**config.mk**
```make
export PLATFORM = sky130hd
export DESIGN_NAME = led_fire_heat_effect_top_flat
export DESIGN_NICKNAME = d
export VERILOG_FILES = /design/src/rtl/lfhe_pkg.sv /design/src/rtl/lfhe_ifs.sv /design/src/rtl/led_fire_heat_effect_top.sv /design/src/rtl/lfhe_front.sv /design/src/rtl/lfhe_cmd_fifo.sv /design/src/rtl/lfhe_back.sv /design/src/rtl/lfhe_colour.sv /design/src/flat_wrapper.sv
export VERILOG_INCLUDE_DIRS = /design/src /design/src/rtl
export SDC_FILE = /design/constraint.sdc
export NUM_CORES = 2
export LEC_CHECK = 0
export ABC_AREA = 1
export BUFFER_PORTS_ARGS = -buffer_cell sky130_fd_sc_hd__buf_2
export CORE_MARGIN = 2
export CORE_UTILIZATION = 50
export CTS_CLUSTER_SIZE = 40
export DETAILED_ROUTE_END_ITERATION = 10
export PLACE_DENSITY = 0.67
export RECOVER_POWER = 50
export SLEW_MARGIN = 20
export SYNTH_ARGS = -nofsm -noshare
export SYNTH_HDL_FRONTEND = slang
export SYNTH_SLANG_ARGS = --single-unit
```
**constraint.sdc**
```tcl
create_clock -name clk -period 9.2 [get_ports clk]
set_input_delay 0.92 -clock clk [delete_from_list [all_inputs] [get_ports clk]]
set_output_delay 0.92 -clock clk [all_outputs]
set_load 0.05 [all_outputs]
```
**src/rtl/led_fire_heat_effect_top_defines.svh**
```systemverilog
// Assertion macros for the fire-effect RTL
`ifndef LED_FIRE_HEAT_EFFECT_TOP_DEFINES_SVH
`define LED_FIRE_HEAT_EFFECT_TOP_DEFINES_SVH
`ifndef SYNTH
// same-cycle implication, sampled on clk, off while arst_n is low
`define LFHE_ASSERT_IMP(lbl, ante, cons) \
	lbl: assert property (@(posedge clk) disable iff (!arst_n) (ante) |-> (cons)) \
		else $error("fire effect assertion failed");
// next-cycle implication
`define LFHE_ASSERT_NEXT(lbl, ante, cons) \
	lbl: assert property (@(posedge clk) disable iff (!arst_n) (ante) |=> (cons)) \
		else $error("fire effect assertion failed");
`else
`define LFHE_ASSERT_IMP(lbl, ante, cons)
`define LFHE_ASSERT_NEXT(lbl, ante, cons)
`endif
`endif

```
**src/rtl/lfhe_pkg.sv**
```systemverilog
// Types and constants of the fire-effect heat block
`timescale 1ns / 1ps
package lfhe_pkg;

	localparam int ADDR_W = 3;
	localparam int DATA_W = 32;

	// register indexes (paddr[ADDR_W-1:2])
	localparam logic [ADDR_W-3:0] REG_SPARK_THRESHOLD = '0;

	localparam logic [7:0] SPARK_THRESHOLD_RESET = 8'd120;

	typedef enum logic {
		REQ_COOL  = 1'b0,
		REQ_FRAME = 1'b1
	} req_type_t;

	typedef enum logic [1:0] {
		BK_IDLE,
		BK_SPARK,
		BK_EMIT
	} back_state_t;

	// classified command handed from the front to the back
	typedef struct packed {
		logic       frame;
		logic       spark;
		logic [4:0] cell_idx;
		logic [7:0] value;
	} cmd_t;

	// one heat read-out on its way to the colour stage
	typedef struct packed {
		logic [7:0] heat;
		logic [4:0] index;
		logic       last;
	} beat_t;

endpackage

```
**src/rtl/lfhe_ifs.sv**
```systemverilog
// Valid/ready channel interfaces for requests and pixel colours
`timescale 1ns / 1ps
interface lfhe_req_if;
	logic       valid;
	logic       ready;
	logic       req_type;
	logic [4:0] cell_index;
	logic [7:0] cooldown_amount;
	logic [7:0] spark_roll;
	logic [2:0] spark_cell;
	logic [7:0] spark_heat;

	modport source (
		output valid, req_type, cell_index, cooldown_amount, spark_roll, spark_cell,
			spark_heat,
		input  ready
	);
	modport sink (
		input  valid, req_type, cell_index, cooldown_amount, spark_roll, spark_cell,
			spark_heat,
		output ready
	);
endinterface

interface lfhe_pix_if;
	logic       valid;
	logic       ready;
	logic [4:0] pixel_index;
	logic [7:0] red;
	logic [7:0] green;
	logic [7:0] blue;
	logic       last_pixel;

	modport source (
		output valid, pixel_index, red, green, blue, last_pixel,
		input  ready
	);
	modport sink (
		input  valid, pixel_index, red, green, blue, last_pixel,
		output ready
	);
endinterface

```
**src/rtl/led_fire_heat_effect_top.sv**
```systemverilog
// Fire-effect LED heat field: top level with APB register and channels
//
// Keeps one 8-bit heat value per LED. A cool request lowers one cell and
// gives no output; a frame-end request diffuses heat up the strip, maybe adds
// a spark, then streams NUM_LEDS colours in LED order with last_pixel on the
// final one. Requests pass a registered front stage and a two-entry command
// queue, so up to three can be taken while the back end is busy. In the back
// end a cool is applied as it is taken; a frame end diffuses the cells as
// it is taken, adds the spark in BK_SPARK when it fires, then reads the
// heat cells in BK_EMIT one per cycle while the colour stage accepts them,
// the single heat read port setting that rate. The colour stage and output
// register lie between read-out and pixel port. The spark threshold sits at
// byte address 0 and resets to 120; write it only while the block is idle.
`timescale 1ns / 1ps
module led_fire_heat_effect_top #(
	parameter int NUM_LEDS = 32
) (
	input  logic                        clk,
	input  logic                        arst_n,
	input  logic                        psel,
	input  logic                        penable,
	input  logic                        pwrite,
	input  logic [lfhe_pkg::ADDR_W-1:0] paddr,
	input  logic [lfhe_pkg::DATA_W-1:0] pwdata,
	output logic [lfhe_pkg::DATA_W-1:0] prdata,
	output logic                        pready,
	lfhe_req_if.sink                    req,
	lfhe_pix_if.source                  pix
);
	import lfhe_pkg::*;

	logic [7:0] spark_threshold_q;
	logic       thr_sel;
	logic       front_valid;
	logic       front_ready;
	cmd_t       front_cmd;
	logic       fifo_valid;
	logic       fifo_ready;
	cmd_t       fifo_cmd;
	logic       beat_valid;
	logic       beat_ready;
	beat_t      beat;

	assign pready  = 1'b1;
	assign thr_sel = (paddr[ADDR_W-1:2] == REG_SPARK_THRESHOLD);
	assign prdata  = thr_sel ? DATA_W'(spark_threshold_q) : '0;

	always_ff @(posedge clk or negedge arst_n) begin
		if (!arst_n) begin
			spark_threshold_q <= SPARK_THRESHOLD_RESET;
		end else if (psel && penable && pwrite && pready && thr_sel) begin
			spark_threshold_q <= pwdata[7:0];
		end
	end

	lfhe_front #(
		.NUM_LEDS (NUM_LEDS)
	) u_front (
		.clk             (clk),
		.arst_n          (arst_n),
		.req             (req),
		.spark_threshold (spark_threshold_q),
		.cmd_valid       (front_valid),
		.cmd_ready       (front_ready),
		.cmd             (front_cmd)
	);

	lfhe_cmd_fifo u_fifo (
		.clk       (clk),
		.arst_n    (arst_n),
		.in_valid  (front_valid),
		.in_ready  (front_ready),
		.in_cmd    (front_cmd),
		.out_valid (fifo_valid),
		.out_ready (fifo_ready),
		.out_cmd   (fifo_cmd)
	);

	lfhe_back #(
		.NUM_LEDS (NUM_LEDS)
	) u_back (
		.clk        (clk),
		.arst_n     (arst_n),
		.cmd_valid  (fifo_valid),
		.cmd_ready  (fifo_ready),
		.cmd        (fifo_cmd),
		.beat_valid (beat_valid),
		.beat_ready (beat_ready),
		.beat       (beat)
	);

	lfhe_colour u_colour (
		.clk        (clk),
		.arst_n     (arst_n),
		.beat_valid (beat_valid),
		.beat_ready (beat_ready),
		.beat       (beat),
		.pix        (pix)
	);

endmodule

```
**src/rtl/lfhe_front.sv**
```systemverilog
// Front end: takes requests, classifies them and registers a command
`timescale 1ns / 1ps
module lfhe_front #(
	parameter int NUM_LEDS = 32
) (
	input  logic           clk,
	input  logic           arst_n,
	lfhe_req_if.sink       req,
	input  logic [7:0]     spark_threshold,
	output logic           cmd_valid,
	input  logic           cmd_ready,
	output lfhe_pkg::cmd_t cmd
);
	import lfhe_pkg::*;

	logic cmd_v_s1;
	cmd_t cmd_s1;
	cmd_t cmd_new;
	logic is_frame;
	logic cool_hit;
	logic spark_hit;

	always_comb begin
		is_frame  = (req.req_type == REQ_FRAME);
		cool_hit  = (32'(req.cell_index) < NUM_LEDS);
		spark_hit = (req.spark_roll < spark_threshold) && (32'(req.spark_cell) < NUM_LEDS);
		cmd_new.frame    = is_frame;
		cmd_new.spark    = is_frame && spark_hit;
		cmd_new.cell_idx = is_frame ? 5'(req.spark_cell) : req.cell_index;
		cmd_new.value    = is_frame ? req.spark_heat : req.cooldown_amount;
	end

	assign req.ready = !cmd_v_s1 || cmd_ready;

	// a cool aimed beyond the strip has no effect and is dropped here
	always_ff @(posedge clk or negedge arst_n) begin
		if (!arst_n) begin
			cmd_v_s1 <= 1'b0;
		end else if (req.ready) begin
			cmd_v_s1 <= req.valid && (is_frame || cool_hit);
		end
	end

	always_ff @(posedge clk) begin
		if (req.valid && req.ready) begin
			cmd_s1 <= cmd_new;
		end
	end

	assign cmd_valid = cmd_v_s1;
	assign cmd       = cmd_s1;

endmodule

```
**src/rtl/lfhe_cmd_fifo.sv**
```systemverilog
// Two-entry command queue between front and back
`timescale 1ns / 1ps
module lfhe_cmd_fifo (
	input  logic           clk,
	input  logic           arst_n,
	input  logic           in_valid,
	output logic           in_ready,
	input  lfhe_pkg::cmd_t in_cmd,
	output logic           out_valid,
	input  logic           out_ready,
	output lfhe_pkg::cmd_t out_cmd
);
	import lfhe_pkg::*;

	cmd_t       mem_q [2];
	logic       wr_ptr_q;
	logic       rd_ptr_q;
	logic [1:0] count_q;
	logic       push;
	logic       pop;

	assign in_ready  = (count_q != 2'd2);
	assign out_valid = (count_q != 2'd0);
	assign push      = in_valid && in_ready;
	assign pop       = out_valid && out_ready;
	assign out_cmd   = mem_q[rd_ptr_q];

	always_ff @(posedge clk or negedge arst_n) begin
		if (!arst_n) begin
			wr_ptr_q <= 1'b0;
			rd_ptr_q <= 1'b0;
			count_q  <= 2'd0;
		end else begin
			if (push) begin
				wr_ptr_q <= !wr_ptr_q;
			end
			if (pop) begin
				rd_ptr_q <= !rd_ptr_q;
			end
			if (push && !pop) begin
				count_q <= count_q + 2'd1;
			end else if (pop && !push) begin
				count_q <= count_q - 2'd1;
			end
		end
	end

	always_ff @(posedge clk) begin
		if (push) begin
			mem_q[wr_ptr_q] <= in_cmd;
		end
	end

endmodule

```
**src/rtl/lfhe_back.sv**
```systemverilog
// Back end: heat cells, cool/diffuse/spark sequencer and read-out
`timescale 1ns / 1ps
`include "led_fire_heat_effect_top_defines.svh"
module lfhe_back #(
	parameter int NUM_LEDS = 32
) (
	input  logic            clk,
	input  logic            arst_n,
	input  logic            cmd_valid,
	output logic            cmd_ready,
	input  lfhe_pkg::cmd_t  cmd,
	output logic            beat_valid,
	input  logic            beat_ready,
	output lfhe_pkg::beat_t beat
);
	import lfhe_pkg::*;

	localparam int CW = $clog2(NUM_LEDS);
	localparam logic [9:0] DIV3_RECIP = 10'd683;

	// floor(s/3) for s up to 765 by reciprocal multiply
	function automatic logic [7:0] div3(input logic [9:0] s);
		logic [19:0] p;
		p = s * DIV3_RECIP;
		return p[18:11];
	endfunction

	back_state_t state_q;
	back_state_t state_d;
	logic [7:0]  heat_q [NUM_LEDS];
	logic [7:0]  diff_heat [NUM_LEDS];
	logic [CW-1:0] cnt_q;
	logic [CW-1:0] spark_cell_q;
	logic [7:0]  spark_heat_q;
	logic [CW-1:0] rd_addr;
	logic [7:0]  rd_data;
	logic [7:0]  cool_val;
	logic        take;
	logic        issue;
	logic        last;

	for (genvar k = 0; k < NUM_LEDS; k++) begin : g_diff
		if (k < 2) begin : g_keep
			assign diff_heat[k] = heat_q[k];
		end else begin : g_mix
			assign diff_heat[k] = div3({2'b00, heat_q[k-1]} + {1'b0, heat_q[k-2], 1'b0});
		end
	end

	always_comb begin
		case (state_q)
			BK_SPARK: rd_addr = spark_cell_q;
			BK_EMIT:  rd_addr = cnt_q;
			default:  rd_addr = CW'(cmd.cell_idx);
		endcase
	end

	assign rd_data  = heat_q[rd_addr];
	assign cool_val = (cmd.value > rd_data) ? 8'd0 : (rd_data - cmd.value);
	assign last     = (cnt_q == CW'(NUM_LEDS - 1));
	assign take     = cmd_valid && cmd_ready;
	assign issue    = beat_valid && beat_ready;

	always_comb begin
		state_d    = state_q;
		cmd_ready  = 1'b0;
		beat_valid = 1'b0;
		case (state_q)
			BK_IDLE: begin
				cmd_ready = 1'b1;
				if (cmd_valid && cmd.frame) begin
					state_d = cmd.spark ? BK_SPARK : BK_EMIT;
				end
			end
			BK_SPARK: begin
				state_d = BK_EMIT;
			end
			BK_EMIT: begin
				beat_valid = 1'b1;
				if (beat_ready && last) begin
					state_d = BK_IDLE;
				end
			end
			default: begin
				state_d = BK_IDLE;
			end
		endcase
	end

	assign beat.heat  = rd_data;
	assign beat.index = 5'(cnt_q);
	assign beat.last  = last;

	always_ff @(posedge clk or negedge arst_n) begin
		if (!arst_n) begin
			state_q <= BK_IDLE;
			cnt_q   <= '0;
		end else begin
			state_q <= state_d;
			if (issue) begin
				cnt_q <= last ? '0 : cnt_q + 1'b1;
			end
		end
	end

	always_ff @(posedge clk or negedge arst_n) begin
		if (!arst_n) begin
			for (int k = 0; k < NUM_LEDS; k++) begin
				heat_q[k] <= 8'd0;
			end
		end else if (take) begin
			if (cmd.frame) begin
				for (int k = 0; k < NUM_LEDS; k++) begin
					heat_q[k] <= diff_heat[k];
				end
			end else begin
				heat_q[CW'(cmd.cell_idx)] <= cool_val;
			end
		end else if (state_q == BK_SPARK) begin
			// spark lands on the diffused value, wrapping
			heat_q[spark_cell_q] <= rd_data + spark_heat_q;
		end
	end

	always_ff @(posedge clk) begin
		if (take) begin
			spark_cell_q <= CW'(cmd.cell_idx);
			spark_heat_q <= cmd.value;
		end
	end

	`LFHE_ASSERT_NEXT(a_spark_then_emit, state_q == BK_SPARK, state_q == BK_EMIT && cnt_q == '0)
	`LFHE_ASSERT_NEXT(a_last_to_idle, issue && last, state_q == BK_IDLE && cnt_q == '0)
	`LFHE_ASSERT_IMP(a_cnt_range, state_q == BK_EMIT, cnt_q <= CW'(NUM_LEDS - 1))
	`LFHE_ASSERT_NEXT(a_emit_order, issue && !last, state_q == BK_EMIT && cnt_q == CW'($past(cnt_q) + 1'b1))

endmodule

```
**src/rtl/lfhe_colour.sv**
```systemverilog
// Heat-to-colour ramp with a registered output stage
`timescale 1ns / 1ps
module lfhe_colour (
	input  logic            clk,
	input  logic            arst_n,
	input  logic            beat_valid,
	output logic            beat_ready,
	input  lfhe_pkg::beat_t beat,
	lfhe_pix_if.source      pix
);
	import lfhe_pkg::*;

	localparam logic [15:0] HEAT_SCALE = 16'd191;
	localparam logic [15:0] SCALE_ROUND = 16'd127;
	localparam logic [7:0]  T_HIGH = 8'h80;
	localparam logic [7:0]  T_MID = 8'h40;
	localparam logic [7:0]  FULL = 8'd255;

	logic        beat_v_s1;
	beat_t       beat_s1;
	logic        out_v_q;
	logic [4:0]  index_q;
	logic [7:0]  red_q;
	logic [7:0]  green_q;
	logic [7:0]  blue_q;
	logic        last_q;
	logic        out_adv;
	logic [15:0] scaled;
	logic [16:0] quot_sum;
	logic [7:0]  t;
	logic [7:0]  ramp;
	logic [7:0]  red_d;
	logic [7:0]  green_d;
	logic [7:0]  blue_d;

	// t = (h*191 + 127) / 255, the divide done as x + x/256 + 1 over 256
	always_comb begin
		scaled   = {8'd0, beat_s1.heat} * HEAT_SCALE + SCALE_ROUND;
		quot_sum = {1'b0, scaled} + 17'(scaled[15:8]) + 17'd1;
		t        = quot_sum[15:8];
		ramp     = {t[5:0], 2'b00};
		if (t > T_HIGH) begin
			red_d = FULL; green_d = FULL; blue_d = ramp;
		end else if (t > T_MID) begin
			red_d = FULL; green_d = ramp; blue_d = 8'd0;
		end else begin
			red_d = ramp; green_d = 8'd0; blue_d = 8'd0;
		end
	end

	assign out_adv    = !out_v_q || pix.ready;
	assign beat_ready = !beat_v_s1 || out_adv;

	always_ff @(posedge clk or negedge arst_n) begin
		if (!arst_n) begin
			beat_v_s1 <= 1'b0;
			out_v_q   <= 1'b0;
		end else begin
			if (beat_ready) begin
				beat_v_s1 <= beat_valid;
			end
			if (out_adv) begin
				out_v_q <= beat_v_s1;
			end
		end
	end

	always_ff @(posedge clk) begin
		if (beat_valid && beat_ready) begin
			beat_s1 <= beat;
		end
		if (out_adv && beat_v_s1) begin
			index_q <= beat_s1.index;
			red_q   <= red_d;
			green_q <= green_d;
			blue_q  <= blue_d;
			last_q  <= beat_s1.last;
		end
	end

	assign pix.valid       = out_v_q;
	assign pix.pixel_index = index_q;
	assign pix.red         = red_q;
	assign pix.green       = green_q;
	assign pix.blue        = blue_q;
	assign pix.last_pixel  = last_q;

endmodule
```
**src/flat_wrapper.sv**
```systemverilog
// flat-port wrapper written by rule: the top's interface ports become plain ports
module led_fire_heat_effect_top_flat import lfhe_pkg::*;
#(
	parameter int NUM_LEDS = 32
)
  (clk, arst_n, psel, penable, pwrite, paddr, pwdata, prdata, pready, req_valid, req_req_type, req_cell_index, req_cooldown_amount, req_spark_roll, req_spark_cell, req_spark_heat, req_ready, pix_valid, pix_pixel_index, pix_red, pix_green, pix_blue, pix_last_pixel, pix_ready);
  lfhe_req_if req_i ();
  lfhe_pix_if pix_i ();
  input  logic clk;
  input  logic arst_n;
  input  logic psel;
  input  logic penable;
  input  logic pwrite;
  input  logic [lfhe_pkg::ADDR_W-1:0] paddr;
  input  logic [lfhe_pkg::DATA_W-1:0] pwdata;
  output logic [lfhe_pkg::DATA_W-1:0] prdata;
  output logic pready;
  input wire logic [$bits(req_i.valid)-1:0] req_valid;
  input wire logic [$bits(req_i.req_type)-1:0] req_req_type;
  input wire logic [$bits(req_i.cell_index)-1:0] req_cell_index;
  input wire logic [$bits(req_i.cooldown_amount)-1:0] req_cooldown_amount;
  input wire logic [$bits(req_i.spark_roll)-1:0] req_spark_roll;
  input wire logic [$bits(req_i.spark_cell)-1:0] req_spark_cell;
  input wire logic [$bits(req_i.spark_heat)-1:0] req_spark_heat;
  output wire logic [$bits(req_i.ready)-1:0] req_ready;
  output wire logic [$bits(pix_i.valid)-1:0] pix_valid;
  output wire logic [$bits(pix_i.pixel_index)-1:0] pix_pixel_index;
  output wire logic [$bits(pix_i.red)-1:0] pix_red;
  output wire logic [$bits(pix_i.green)-1:0] pix_green;
  output wire logic [$bits(pix_i.blue)-1:0] pix_blue;
  output wire logic [$bits(pix_i.last_pixel)-1:0] pix_last_pixel;
  input wire logic [$bits(pix_i.ready)-1:0] pix_ready;
  assign req_i.valid = req_valid;
  assign req_i.req_type = req_req_type;
  assign req_i.cell_index = req_cell_index;
  assign req_i.cooldown_amount = req_cooldown_amount;
  assign req_i.spark_roll = req_spark_roll;
  assign req_i.spark_cell = req_spark_cell;
  assign req_i.spark_heat = req_spark_heat;
  assign req_ready = req_i.ready;
  assign pix_valid = pix_i.valid;
  assign pix_pixel_index = pix_i.pixel_index;
  assign pix_red = pix_i.red;
  assign pix_green = pix_i.green;
  assign pix_blue = pix_i.blue;
  assign pix_last_pixel = pix_i.last_pixel;
  assign pix_i.ready = pix_ready;
  led_fire_heat_effect_top #(.NUM_LEDS(NUM_LEDS)) u_core (.clk(clk), .arst_n(arst_n), .psel(psel), .penable(penable), .pwrite(pwrite), .paddr(paddr), .pwdata(pwdata), .prdata(prdata), .pready(pready), .req(req_i), .pix(pix_i));
endmodule
```
# Word-level counts from Yosys, hierarchy flattened
# Memories as Yosys holds them, arrays and structs flattened.
# Index checks and enable logic that the tools add are counted.
[totals] inputBits=75 word_cells=210 reg_bits=350 ram_bits=30 memories=1 output_inout_bits=65
[memory_table] memory="u_core.u_fifo.mem_q" words=2 width=15 read_ports=1 rd_ports_with_merged_regs=0 wr=1 line="lfhe_cmd_fifo.sv:15" rtl="cmd_t mem_q [2];"
[op_classes] add_sub_neg=38 n_lt_le_gt_ge=9 n_bitwise=4 muxes=30 mul=31 n_reduce_logical=32 n_eq_ne=7
[ops] cell="256-bit two-way mux" n=3
[ops] cell="10-bit by 10-bit multiplier with 19-bit output (second input constant)" n=30
[ops] cell="256-bit bitwise mux" n=2
[ops] cell="8-bit by 9-bit adder with 10-bit output" n=30
[ops] cell="8-bit demux with 5-bit select" n=2
[ops] cell="8-bit two-way mux" n=8
[ops] cell="8-bit binary-select mux with 5-bit select" n=1
[ops] cell="6-bit greater-or-equal comparator (second input constant)" n=3
[ops] cell="5-bit inverter with 6-bit output" n=3
[ops] cell="16-bit by 1-bit adder with 16-bit output (second input constant)" n=1
[ops] cell="16-bit by 7-bit adder with 16-bit output (second input constant)" n=1
[ops] cell="16-bit by 8-bit adder with 16-bit output" n=1
[ops] cell="8-bit by 8-bit multiplier with 16-bit output (second input constant)" n=1
[ops] cell="1-bit logical AND" n=15
[ops] cell="6-bit by 1-bit less-than comparator with 1-bit output (second input constant)" n=2
[ops] cell="2-bit two-way mux" n=6
[ops] cell="5-bit one-hot mux with 2 select lines" n=1
[ops] cell="8-bit adder" n=1
[ops] cell="8-bit by 7-bit greater-than comparator with 1-bit output (second input constant)" n=1
[ops] cell="8-bit greater-than comparator" n=1
[ops] cell="8-bit greater-than comparator (second input constant)" n=1
[ops] cell="8-bit less-than comparator" n=1
[ops] cell="2-bit != test (second input constant)" n=4
[ops] cell="8-bit subtractor" n=1
[ops] cell="other kinds (17)" n=31

# Logic depth before layout (Yosys ltp)
[depth] ltp_word=11 depth_mapped=37

# Cells and area by module
# Synthesis repeated with hierarchy kept, for this count alone.
[unflattened] cells_unflattened=11944 area_unflattened_um2=88717.6
[by_module_without_submodules] mod="lfhe_back" area_per_inst_um2=81926.1 seq_area_each_um2=6971.7 cells_each=11222 n_inst=1
[by_module_without_submodules] mod="lfhe_colour" area_per_inst_um2=3940.0 seq_area_each_um2=1251.2 cells_each=462 n_inst=1
[by_module_without_submodules] mod="lfhe_cmd_fifo" area_per_inst_um2=1363.8 seq_area_each_um2=1001.0 cells_each=107 n_inst=1
[by_module_without_submodules] mod="lfhe_front" area_per_inst_um2=873.3 seq_area_each_um2=475.5 cells_each=72 n_inst=1
[by_module_without_submodules] mod="led_fire_heat_effect_top" area_per_inst_um2=614.3 seq_area_each_um2=205.2 cells_each=81 n_inst=1

# Worst setup path before layout
# Ideal clock, no wire load.
[synth_path] path_type="flip-flop to flip-flop" start="reg u_core.u_back.heat_q[49] in the netlist's numbering" end="reg u_core.u_back.heat_q[46] in the netlist's numbering" slack_ps=3612 path_buffers=0 required_time_ps=9078 arrival_time_ps=5466 path_stages_with_launch=28 setup_time_ps=122 cell_sequence="dfrtp_1 ha_1 fa_1 nand3_1 nand2_1 a21boi_0 xor2_1 inv_1 ha_1 ha_1 fa_1 inv_1 fa_1 inv_1 fa_1 ha_1 nand2_1 o21ai_0 nand2_1 nand3_1 nand3_1 and2_1 o21ai_0 a21oi_1 o21ai_0 o21ai_0 nand2_1 a21oi_1"
[synth_between] elab_chain_len=8 word_cells_on_any_way=14
[synth_rtl] item="start: declaration" line="lfhe_back.sv:30" rtl="logic [7:0] heat_q [NUM_LEDS];"
[synth_rtl] item="start signal: indexed assignment" line="lfhe_back.sv:114" rtl="heat_q[k] <= diff_heat[k];"
[synth_rtl] item="start signal: indexed assignment" line="lfhe_back.sv:117" rtl="heat_q[CW'(cmd.cell_idx)] <= cool_val;"
[synth_rtl] item="start signal: indexed assignment" line="lfhe_back.sv:121" rtl="heat_q[spark_cell_q] <= rd_data + spark_heat_q;"
[synth_rtl] item="parallel branches: the longest is 7 deep, another holds 10-bit by 10-bit multiplier with 19-bit output"
[synth_rtl] item="256-bit two-way mux *" line="lfhe_back.sv:111" rtl="end else if (take) begin"
# Every way passes the cells marked *. The select of a mux whose other input is x is not followed.
# A chain may end at the register's enable or synchronous reset.

==> flow_summary.toml <==
[run_status]
outcome = "complete, but fails checks"
failed_checks = "capacitance limit, slew limit"

[floorplanning]
boundaryPins = 140
core-area_sq_mm = 0.165
die-area_sq_mm = 0.170
initial_core_util = 0.505
fp.dieW_microns = 412
die_y_microns = 412
rows = 149

[worst_setup_path]
worstPathMaxFanout = 87
crit_type = "reg -> reg"
cp-end-kind = "register"
arrival_ns = 8.95
rr_worst_depth = 21
critPathLaunchType = "register"
cp.required_ns = 9.76

[yosys]
yosys-mux-area-fraction = 0.000120
yosys_warnings = 0
synthSimpleGateAreaFrac = 0.132
synth_top_area_share = 0.303
ys_ff_latch = 376
yosys.cell_count.top_type = "ha_1"
yosysUniqueCellTypes = 64
netlist_top_cells_area = "ha_1, fa_1, dfrtp_1"
synth_ff_type = "dfrtp_1"
synthCells = 10300
ys_seq_area_frac = 0.119
yosys-top-cells-count = "ha_1, inv_1, nand2_1, a21oi_1, fa_1"
synth.largest_area_cell = "ha_1"
syn_area_per_cell_sq_um = 8.08
synth-xor-area-share = 0.0373
netlist_area_sq_mm = 0.0834
synth_compound_area_frac = 0.154
synth-async-reset-ratio = 0.739
synth-edff-count = 98
synth_top_family_by_area = "adder cells"
synthAdderAreaFrac = 0.469

[timing]
finalHoldViolCount = 0
period_share = 0.912
setup_viol = 0
relSlewSlack = -3.16
fmax_mhz = 119
grt_setup_unrepaired = "no"
fin_crit_ns = 8.39
worst_pin_slew_ns = 6.24
fin_skew_ns = 0.0315
drv_slew = 268
setup-tns-final_ns = 0

[final_layout]
areaGrowthSynthToFinish_pct = 5.06
fin_nets = 13100
drive_gt1_frac = 0.0277

[detailed_routing]
drc = 0
wirelength_microns = 245000
viasPerCell = 5.75
vias = 72100
first_pass_iters = 6
ant_nets = 0
wl_per_cell_microns = 19.5
drtIter0Drc = 6337

[clock_tree]
cts_buffer_depth = 3
cts_hold_buf = 0
clock-root-buffer = "clkbuf_16"
cts_inserted_buffers = 49
clkLatencyLatePin_ns = 0.67
htreeDepth = 2
numClockSinks = 376
cts_setup_buffers = 0
cts_tree = "yes"
path_clk_slew_ns = 0.06
cts_resized = 0

[placed_design]
globalplace.congestion = 0.953
place.port_buffers = 86
hpwl_microns = 196000

[worst_hold_path]
min_path_cells = 0
hold_path_class = "reg -> reg"

[global_route]
grt_pass1_wl_microns = 387000
first_global_vias = 70900
grt_max_degree = 115
overflow = 0
antenna_found_initial = 6
grt_use_total = 0.287

[job]
drv_cap = 4
==> routing by layer <==
layer	GRT usage	routed length (microns)	vias to the layer above
met5	0	21	-
li1	-	-	34800
met1	0.388	106000	34100
met2	0.459	108000	2680
met4	0.104	10200	4
met3	0.0494	20300	580
==> worst max-delay path, cell delays in order, from the launching register on <==
cell	delay, ns
dfrtp_1	0.74
clkinvlp_2	0.62
nand2_1	0.18
and2_4	0.18
nand2_2	0.09
nand2_8	0.42
clkinv_2	0.48
buf_4	0.44
nor2_1	0.15
nor3_1	0.06
o311ai_0	1.05
a31oi_1	0.40
ha_1	0.47
a21oi_1	0.09
o311ai_2	0.73
inv_1	0.13
nor2_1	0.51
inv_2	0.60
buf_4	0.45
o22ai_1	0.20
nand2_1	0.07
a21oi_1	0.16
==> stage by stage <==
step | instances | util | setup slack, ns | cell area (sq um) | hold slack (ns)
detailed placement | 12400 | 0.520 | 1.74 | 86000 | 0.443
global placement | 12400 | 0.520 | 1.79 | 86000 | 0.436
finish | 12500 | 0.530 | 0.809 | 87700 | 0.457
CTS | 12500 | 0.530 | 1.66 | 87700 | 0.322
floorplan | 10400 | - | 3.61 | 83500 | 0.400
global route | 12500 | 0.530 | 0.572 | 87700 | 0.463
==> placed cells by master, fill, tap and decap left out, types with 15 or more instances in the layout <==
cell,synthesis,layout
xnor2_1,138,137
o21ai_1,56,56
edfxtp_1,98,98
o21bai_1,69,69
a211oi_1,15,15
o21ai_0,672,672
nor2_1,661,660
dfrtp_1,274,274
inv_1,1651,1644
or2_2,24,24
clkbuf_1,133,34
o21a_1,28,28
xor2_1,212,212
clkbuf_16,0,49
nand2_1,1550,1550
fa_1,691,691
conb_1,2,27
nand3_1,280,277
o211ai_1,53,53
a22oi_1,133,133
o22ai_1,68,68
o311ai_0,26,25
inv_2,14,19
buf_2,46,67
a21o_1,61,61
a21boi_0,18,18
ha_1,2022,2022
a31oi_1,100,100
buf_4,37,41
nor3_1,75,75
a21oi_1,907,907
nand4_1,66,66
==> state kept, by name (all words and copies together) (netlist names), 5 cells and up <==
signal	count
u_core.u_back.spark_cell_q	5
u_core.u_back.heat_q	240
u_core.u_colour.beat_s1	14
u_core.u_colour.pix.pixel_index	5
u_core.spark_threshold_q	8
u_core.u_back.spark_heat_q	8
u_core.u_colour.pix.green	7
u_core.u_colour.pix.red	7
u_core.u_fifo.mem_q	30
u_core.u_back.diff_heat	16
u_core.u_colour.pix.blue	6
u_core.u_front.cmd	15
u_core.u_back.cnt_q	5
==> cell families after synthesis <==
family | after synthesis
buf+inv | 1902
flops | 376
other cells | 2
mux | 1
xor+xnor | 353
fa+ha+maj | 2713
compound gates | 2265
simple gates | 2714
==> path summary, 6_finish.rpt <==
path | startpoint | end | slack, ns
max in group asynchronous | arst_n | u_core.u_back.heat_q[46] | 1.66
setup reg to reg | u_core.u_fifo.rd_ptr_q | u_core.u_back.heat_q[166] | 0.81
min in group asynchronous | arst_n | u_core.u_back.heat_q[190] | 2.60
hold reg to reg | u_core.u_front.cmd[13] | u_core.u_fifo.mem_q[0][13] | 0.46
hold / removal | u_core.u_front.cmd[13] | u_core.u_fifo.mem_q[0][13] | 0.46
setup / recovery | u_core.u_fifo.rd_ptr_q | u_core.u_back.heat_q[166] | 0.81
==> final cells by class <==
| cell class | count | area (sq um) |
|---|---|---|
| inverter | 1670 | 6280 |
| clock buffer | 62 | 1310 |
| clock inverter | 30 | 380 |
| timing repair buffer | 134 | 758 |
| sequential | 376 | 9900 |
| multi-input combinational | 8073 | 66300 |
| fill | 15500 | 77700 |
| tap | 2189 | 2740 |
| antenna | 2 | 5.00 |
Power is not shown: default switching activity piles up to over one toggle a cycle in this logic, so the estimate is an artifact.
